===== src/rtl/scf_pkg.sv =====
// Types and character constants for the statement character filter.
package scf_pkg;

	localparam logic [7:0] CH_COMMENT = 8'h24;
	localparam logic [7:0] CH_SEMI    = 8'h3B;
	localparam logic [7:0] CH_BSLASH  = 8'h5C;
	localparam logic [7:0] CH_QUOTE   = 8'h22;
	localparam logic [7:0] CH_NL      = 8'h0A;
	localparam logic [7:0] CH_SPACE   = 8'h20;

	typedef struct packed {
		logic [7:0] in_char;
		logic       end_of_input;
		logic       discard;
	} scf_item_t;

	typedef struct packed {
		logic [7:0] out_char;
		logic       char_valid;
		logic       statement_end;
		logic       overflow;
	} scf_result_t;

	typedef struct packed {
		logic in_string;
		logic in_escape;
		logic in_line_comment;
		logic prev_was_space;
		logic prev_was_semicolon;
		logic stored_last_semicolon;
	} scf_flags_t;

endpackage


===== src/rtl/scf_in_if.sv =====
// Input channel: one source byte per transaction.
interface scf_in_if;
	logic       valid;
	logic       ready;
	logic [7:0] in_char;
	logic       end_of_input;
	logic       discard;

	modport source (output valid, output in_char, output end_of_input, output discard,
		input ready);
	modport sink (input valid, input in_char, input end_of_input, input discard,
		output ready);
endinterface


===== src/rtl/scf_out_if.sv =====
// Output channel: one filter result per transaction.
interface scf_out_if;
	logic       valid;
	logic       ready;
	logic [7:0] out_char;
	logic       char_valid;
	logic       statement_end;
	logic       overflow;

	modport source (output valid, output out_char, output char_valid,
		output statement_end, output overflow, input ready);
	modport sink (input valid, input out_char, input char_valid,
		input statement_end, input overflow, output ready);
endinterface


===== src/rtl/scf_core.sv =====
// Next-state and result logic of the filter for one source byte.
module scf_core #(
	parameter int MAX_LEN = 256
) (
	input  scf_pkg::scf_item_t                 item,
	input  scf_pkg::scf_flags_t                flags,
	input  logic [$clog2(MAX_LEN+1)-1:0]       count,
	output scf_pkg::scf_flags_t                flags_nxt,
	output logic [$clog2(MAX_LEN+1)-1:0]       count_nxt,
	output scf_pkg::scf_result_t               res
);
	import scf_pkg::*;

	localparam int CW = $clog2(MAX_LEN + 1);

	logic [7:0] c;
	logic       at_limit;
	logic       is_ctrl;
	logic       drop;
	logic       red_semi;
	logic       red_space;
	logic       sep;

	assign at_limit = (count == CW'(MAX_LEN));
	assign is_ctrl  = (item.in_char < CH_SPACE) && (item.in_char != CH_NL);

	always_comb begin
		flags_nxt = flags;
		count_nxt = count;
		res       = '0;
		c         = item.in_char;
		drop      = 1'b0;
		red_semi  = 1'b0;
		red_space = 1'b0;
		sep       = 1'b0;

		if (item.end_of_input) begin
			// Close the held statement, appending ';' when missing
			if (count != '0) begin
				if (!flags.stored_last_semicolon) begin
					if (at_limit) begin
						res.overflow = 1'b1;
					end else begin
						res.out_char   = CH_SEMI;
						res.char_valid = 1'b1;
					end
				end
				if (!res.overflow) begin
					res.statement_end         = 1'b1;
					flags_nxt.in_string       = 1'b0;
					flags_nxt.in_escape       = 1'b0;
					flags_nxt.in_line_comment = 1'b0;
				end
			end
			count_nxt                       = '0;
			flags_nxt.stored_last_semicolon = 1'b0;
			flags_nxt.prev_was_semicolon    = 1'b0;
		end else if (!is_ctrl && !item.discard) begin
			// Update the string, comment and collapse modes
			priority if (flags.in_string) begin
				if (c == CH_BSLASH) begin
					flags_nxt.in_escape = !flags.in_escape;
				end else if (c == CH_QUOTE) begin
					flags_nxt.in_string = flags.in_escape;
					flags_nxt.in_escape = 1'b0;
				end else begin
					flags_nxt.in_escape = 1'b0;
				end
				flags_nxt.prev_was_space     = 1'b0;
				flags_nxt.prev_was_semicolon = 1'b0;
			end else if (flags.in_line_comment) begin
				if (c == CH_NL) begin
					flags_nxt.in_line_comment = 1'b0;
				end
				drop = 1'b1;
			end else if (((c == CH_SPACE) || (c == CH_NL)) && (count == '0)) begin
				drop = 1'b1;
			end else if (c == CH_COMMENT) begin
				flags_nxt.in_line_comment = 1'b1;
				drop = 1'b1;
			end else begin
				if (c == CH_QUOTE) begin
					flags_nxt.in_string = 1'b1;
				end else if (c == CH_NL) begin
					c = CH_SPACE;
				end
				red_space = (count != '0) && (c == CH_SPACE) && flags.prev_was_space;
				red_semi  = (c == CH_SEMI) && flags.prev_was_semicolon;
				flags_nxt.prev_was_space     = (c == CH_SPACE);
				flags_nxt.prev_was_semicolon = (c == CH_SEMI);
				drop = red_space || red_semi;
			end

			// Emit the kept byte, or flag overflow at the length limit
			if (!drop) begin
				if (at_limit) begin
					res.overflow = 1'b1;
				end else begin
					res.out_char   = c;
					res.char_valid = 1'b1;
					count_nxt      = count + 1'b1;
					flags_nxt.stored_last_semicolon = (c == CH_SEMI);
					sep = (!flags_nxt.in_string && !flags_nxt.in_line_comment &&
						(c == CH_SEMI) && !red_semi) ||
						(flags_nxt.in_string && (c == CH_NL));
					if (sep) begin
						res.statement_end               = 1'b1;
						count_nxt                       = '0;
						flags_nxt.stored_last_semicolon = 1'b0;
						flags_nxt.in_string             = 1'b0;
						flags_nxt.in_escape             = 1'b0;
						flags_nxt.in_line_comment       = 1'b0;
					end
				end
			end
		end
	end
endmodule


===== src/rtl/statement_char_filter.sv =====
// Top level of the statement character filter.
//
// Cleans a source byte stream for a statement parser and returns exactly one
// result per input transaction. An accepted byte is held in an input register,
// where the filter logic reads it together with the string, escape, comment
// and collapse flags and the statement length count; the result then lands
// in an output register. Throughput is one byte per cycle when the output is
// not stalled. Backpressure on the output stalls both registers together.
// MAX_LEN sets the statement length limit (2 to 4096 bytes).
module statement_char_filter #(
	parameter int MAX_LEN = 256
) (
	input  logic      clk,
	input  logic      arst_n,
	scf_in_if.sink    in_ch,
	scf_out_if.source out_ch
);
	import scf_pkg::*;

	localparam int CW = $clog2(MAX_LEN + 1);

	logic        valid_s1;
	scf_item_t   item_s1;
	scf_flags_t  flags_q;
	scf_flags_t  flags_nxt;
	logic [CW-1:0] count_q;
	logic [CW-1:0] count_nxt;
	scf_result_t res;
	scf_result_t res_q;
	logic        out_valid_q;
	logic        advance;
	logic        accept;

	// Move the pipeline whenever the output register is free or being taken
	assign advance     = !out_valid_q || out_ch.ready;
	assign in_ch.ready = !valid_s1 || advance;
	assign accept      = in_ch.valid && in_ch.ready;

	// Hold the accepted transaction
	always_ff @(posedge clk or negedge arst_n) begin
		if (!arst_n) begin
			valid_s1 <= 1'b0;
		end else if (in_ch.ready) begin
			valid_s1 <= in_ch.valid;
		end
	end

	always_ff @(posedge clk) begin
		if (accept) begin
			item_s1.in_char      <= in_ch.in_char;
			item_s1.end_of_input <= in_ch.end_of_input;
			item_s1.discard      <= in_ch.discard;
		end
	end

	scf_core #(
		.MAX_LEN(MAX_LEN)
	) u_core (
		.item     (item_s1),
		.flags    (flags_q),
		.count    (count_q),
		.flags_nxt(flags_nxt),
		.count_nxt(count_nxt),
		.res      (res)
	);

	// Advance the filter state and the output valid
	always_ff @(posedge clk or negedge arst_n) begin
		if (!arst_n) begin
			flags_q     <= '0;
			count_q     <= '0;
			out_valid_q <= 1'b0;
		end else if (advance) begin
			out_valid_q <= valid_s1;
			if (valid_s1) begin
				flags_q <= flags_nxt;
				count_q <= count_nxt;
			end
		end
	end

	always_ff @(posedge clk) begin
		if (advance && valid_s1) begin
			res_q <= res;
		end
	end

	assign out_ch.valid         = out_valid_q;
	assign out_ch.out_char      = res_q.out_char;
	assign out_ch.char_valid    = res_q.char_valid;
	assign out_ch.statement_end = res_q.statement_end;
	assign out_ch.overflow      = res_q.overflow;
endmodule


===== src/flat_wrapper.sv =====
// flat-port wrapper written by rule: the top's interface ports become plain ports
module statement_char_filter_flat import scf_pkg::*;
#(
	parameter int MAX_LEN = 256
)
  (clk, arst_n, in_ch_valid, in_ch_in_char, in_ch_end_of_input, in_ch_discard, in_ch_ready, out_ch_valid, out_ch_out_char, out_ch_char_valid, out_ch_statement_end, out_ch_overflow, out_ch_ready);
  scf_in_if in_ch_i ();
  scf_out_if out_ch_i ();
  input  logic clk;
  input  logic arst_n;
  input wire logic [$bits(in_ch_i.valid)-1:0] in_ch_valid;
  input wire logic [$bits(in_ch_i.in_char)-1:0] in_ch_in_char;
  input wire logic [$bits(in_ch_i.end_of_input)-1:0] in_ch_end_of_input;
  input wire logic [$bits(in_ch_i.discard)-1:0] in_ch_discard;
  output wire logic [$bits(in_ch_i.ready)-1:0] in_ch_ready;
  output wire logic [$bits(out_ch_i.valid)-1:0] out_ch_valid;
  output wire logic [$bits(out_ch_i.out_char)-1:0] out_ch_out_char;
  output wire logic [$bits(out_ch_i.char_valid)-1:0] out_ch_char_valid;
  output wire logic [$bits(out_ch_i.statement_end)-1:0] out_ch_statement_end;
  output wire logic [$bits(out_ch_i.overflow)-1:0] out_ch_overflow;
  input wire logic [$bits(out_ch_i.ready)-1:0] out_ch_ready;
  assign in_ch_i.valid = in_ch_valid;
  assign in_ch_i.in_char = in_ch_in_char;
  assign in_ch_i.end_of_input = in_ch_end_of_input;
  assign in_ch_i.discard = in_ch_discard;
  assign in_ch_ready = in_ch_i.ready;
  assign out_ch_valid = out_ch_i.valid;
  assign out_ch_out_char = out_ch_i.out_char;
  assign out_ch_char_valid = out_ch_i.char_valid;
  assign out_ch_statement_end = out_ch_i.statement_end;
  assign out_ch_overflow = out_ch_i.overflow;
  assign out_ch_i.ready = out_ch_ready;
  statement_char_filter #(.MAX_LEN(MAX_LEN)) u_core (.clk(clk), .arst_n(arst_n), .in_ch(in_ch_i), .out_ch(out_ch_i));
endmodule

===== config.mk =====
export PLATFORM = sky130hd
export DESIGN_NAME = statement_char_filter_flat
export DESIGN_NICKNAME = d
export VERILOG_FILES = /design/src/rtl/scf_pkg.sv /design/src/rtl/scf_in_if.sv /design/src/rtl/scf_out_if.sv /design/src/rtl/scf_core.sv /design/src/rtl/statement_char_filter.sv /design/src/flat_wrapper.sv
export SDC_FILE = /design/constraint.sdc
export NUM_CORES = 1
export LEC_CHECK = 0
export BUFFER_PORTS_ARGS = -buffer_cell sky130_fd_sc_hd__buf_2
export CORE_UTILIZATION = 45
export CTS_CLUSTER_SIZE = 10
export DETAILED_ROUTE_END_ITERATION = 8
export PLACE_DENSITY = 0.76
export SETUP_SLACK_MARGIN = 0.1
export SLEW_MARGIN = 20
export SYNTH_ARGS = -nofsm -noshare
export SYNTH_HDL_FRONTEND = slang
export SYNTH_SLANG_ARGS = --single-unit

===== constraint.sdc =====
create_clock -name clk -period 2.46 [get_ports clk]
set_input_delay 0.246 -clock clk [delete_from_list [all_inputs] [get_ports clk]]
set_output_delay 0.246 -clock clk [all_outputs]
set_load 0.005 [all_outputs]

==> flow_summary.toml <==
[synth]
synth_xor_area_share_pct = 1.29
syn_nets = 197
synth-seq-area-share_pct = 51.7
synthSimpleGateAreaFrac_pct = 23.2
yosysWarnings = 0
synth_compound_area_share_pct = 19.2
synth_cells = 181
synth_top_family_by_area = "simple AND/OR/NAND/NOR gates"
synth-seq-cells = 38
synthArstFlopShare_pct = 44.7
synth_adder_area_share_pct = 1.22
syn-cell-area_um2 = 2040
synth_area_per_cell_um2 = 11.3
synth_ff_type = "edfxtp_1"
muxShareOfSynthArea_pct = 1.65
synth_edf_count = 21
synth_cell_types = 51

[routing]
wl_per_cell_um = 15.8
num_vias = 1734
remaining_drc_errors = 0
postRouteAntennaNets = 0
dr.pass1.iters = 4
viasPerCell = 5.76
wl_um = 4750
first_iter_violations = 146

[worst_setup_path]
crit_type = "register to register"
required_ps = 2640
end_kind = "register"
path_max_fanout = 8
arrival_ps = 2660
cp-start-kind = "register"

[cts]
cts_buffer_depth = 2
clk_latency_ps = 300
clkSinkCount = 38
root_buffer = "clkbuf_8"
clkSlewWorstSetupHoldPaths_ps = 70
cts_buffers = 5
cts_tree = "built"
cts_max_level = 2

[global_route]
antenna_found_initial = 0
grt_pass1_wl_um = 7360
gr-usage-all-layers_pct = 19.9
grt_pass1_vias = 1611
grt_max_degree = 18
overflow = 0

[die]
row_count = 24
ioPinCount = 27
dieArea_um2 = 4820
initial_core_util_pct = 47.0
fp.dieH_um = 69.4
fp.dieW_um = 69.4
core_um2 = 4350

[sta]
finalSetupViolCount = 4
grt_setup_unrepaired = "yes"
clock_skew_ps = 12.7
hold_viol_final = 0
relSlewSlack_pct = 64.5
slew_violations = 0
fmax_mhz = 403
tightest_slew_ps = 529
period_needed_ps = 2480
fin_ws_ps = -22.7
min_period_over_period_pct = 101

[cells_and_area]
final_layout_size_suffix_gt1_share_pct = 40.2
layout_commonest_cell = "buf_4"
nFillCells = 324
final_area_um2 = 2740
nNetsFinal = 264
multi_input_area_um2 = 1040
utilization_pct = 63.0
area_growth_pct = 34.1
layout_common_cells = "buf_4, buf_2, edfxtp_1"
antenna_cells = 0
stdcell_count = 301
seq_area_um2 = 1060

[status]
outcome = "finished, violations left"
violations = "negative setup slack"

[place]
dpl-instance-area_um2 = 2420
io_buffers = 26
post-place-cells = 282
dp_hpwl_um = 3150
gp_congestion = 0.924

[run]
maxCapViolations = 0

[worst_hold_path]
hold_path_class = "primary input to register"

[power_and_ir_drop]
power_mw = 1.70
powerDensity_nw_per_um2 = 618
p_leak_nw = 1.19
vdd_drop_max_mv = 0.322
==> metal layers <==
| metal | track usage [%] | up-vias | routed length, um |
|---|---|---|---|
| met4 | 12.2 | 0 | 193 |
| met5 | 0 | - | 0 |
| met3 | 4.65 | 18 | 315 |
| li1 | - | 826 | - |
| met2 | 31.9 | 75 | 2230 |
| met1 | 24.2 | 815 | 2010 |
==> registers in the layout, summed over array words and instances (netlist names) <==
name                         cells
u_core.out_ch.valid              1
u_core.out_ch.overflow           1
u_core.out_ch.out_char           8
u_core.flags_q                   6
u_core.out_ch.char_valid         1
u_core.out_ch.statement_end      1
u_core.item_s1                  10
u_core.valid_s1                  1
u_core.count_q                   9
==> power breakdown <==
| part | total, mW | internal (mW) | switching (mW) |
|---|---|---|---|
| Clock | 0.655 | 0.432 | 0.223 |
| Sequential | 0.747 | 0.724 | 0.0234 |
| Combinational | 0.293 | 0.145 | 0.149 |
| Total | 1.70 | 1.30 | 0.395 |
==> area by class of cell <==
| type | instances | area share [%] |
|---|---|---|
| flip-flops and latches | 38 | 38.5 |
| clock buffers | 6 | 3.01 |
| inverters | 7 | 0.958 |
| repair buffers | 62 | 15.1 |
| multi-input cells | 134 | 37.9 |
| clock inverters | 2 | 2.19 |
| well taps | 52 | 2.37 |
==> through the flow <==
step	setup TNS, ps	setup slack, ps	hold slack, ps
CTS	0	44.9	108
global placement	0	12.4	190
floorplan	0	72.9	-49.6
global route	-670	-101	106
finish	-69.8	-22.7	118
detailed placement	-144	-47.7	188
==> cell usage after synthesis (2+ instances only) <==
| cell | number | share of area (%) |
|---|---|---|
| xor2_1 | 3 | 1.3 |
| o21ai_0 | 7 | 1.7 |
| a211oi_1 | 2 | 0.73 |
| o21a_1 | 3 | 1.1 |
| a21oi_1 | 5 | 1.2 |
| inv_1 | 7 | 1.3 |
| and3_1 | 5 | 1.5 |
| nand2b_1 | 6 | 1.8 |
| a22o_1 | 7 | 3.0 |
| or2_2 | 4 | 1.2 |
| nand3b_1 | 3 | 1.1 |
| or4_4 | 2 | 1.1 |
| edfxtp_1 | 21 | 31 |
| mux2_2 | 2 | 1.1 |
| nor4_1 | 4 | 1.2 |
| ha_1 | 2 | 1.2 |
| nor2_1 | 10 | 1.8 |
| a31oi_1 | 2 | 0.61 |
| or4b_1 | 2 | 0.98 |
| nand3_1 | 5 | 1.2 |
| nor2b_1 | 4 | 1.2 |
| or2b_1 | 2 | 0.73 |
| a21o_1 | 5 | 1.8 |
| nor3_1 | 7 | 1.7 |
| a31o_2 | 3 | 1.3 |
| and2_1 | 3 | 0.92 |
| a221o_1 | 4 | 2.0 |
| nand2_1 | 12 | 2.2 |
| dfrtp_1 | 17 | 21 |
==> worst paths after layout <==
path / to / startpoint / slack, ps / depth (start not counted)
max in group asynchronous: u_core.count_q[7] / arst_n / 1780 / 2
hold reg to reg: u_core.out_ch.valid / u_core.valid_s1 / 500 / 1
setup reg to reg: u_core.count_q[5] / u_core.item_s1[6] / -20 / 7
setup / recovery: u_core.count_q[5] / u_core.item_s1[6] / -20 / 7
min in group asynchronous: u_core.flags_q[5] / arst_n / 390 / 2
hold / removal: u_core.item_s1[6] / in_ch_in_char[4] / 120 / 1
==> worst max-delay path: stages, from the launching register on <==
cell,delay [ps]
edfxtp_1,450
or4_4,580
a211oi_4,310
a2111oi_2,140
buf_4,180
o211ai_4,280
nor2_4,100
a221o_1,320
==> kinds of logic (layout without fill, tap and decap cells) <==
| group | count (synthesis) | count (layout) |
|---|---|---|
| AOI/OAI and AO/OA | 47 | 47 |
| DFF | 38 | 38 |
| buffers and inverters | 9 | 77 |
| adders and majority gates | 2 | 2 |
| xor gates and xnor gates | 3 | 3 |
| and+or+nand+nor | 79 | 79 |
| muxes | 3 | 3 |
==> timing repair <==
action / in CTS / in global routing
endpoints found under the setup margin: 15 / 21
buffers inserted: 3 / 7
gates resized for setup: 9 / 12
hold buffers: 1 / 0
pin swaps: 4 / 10
cloned: 0 / 0
endpoints found under the hold margin: 17 / 0
No activity file was read; power rests on OpenSTA's default activity.
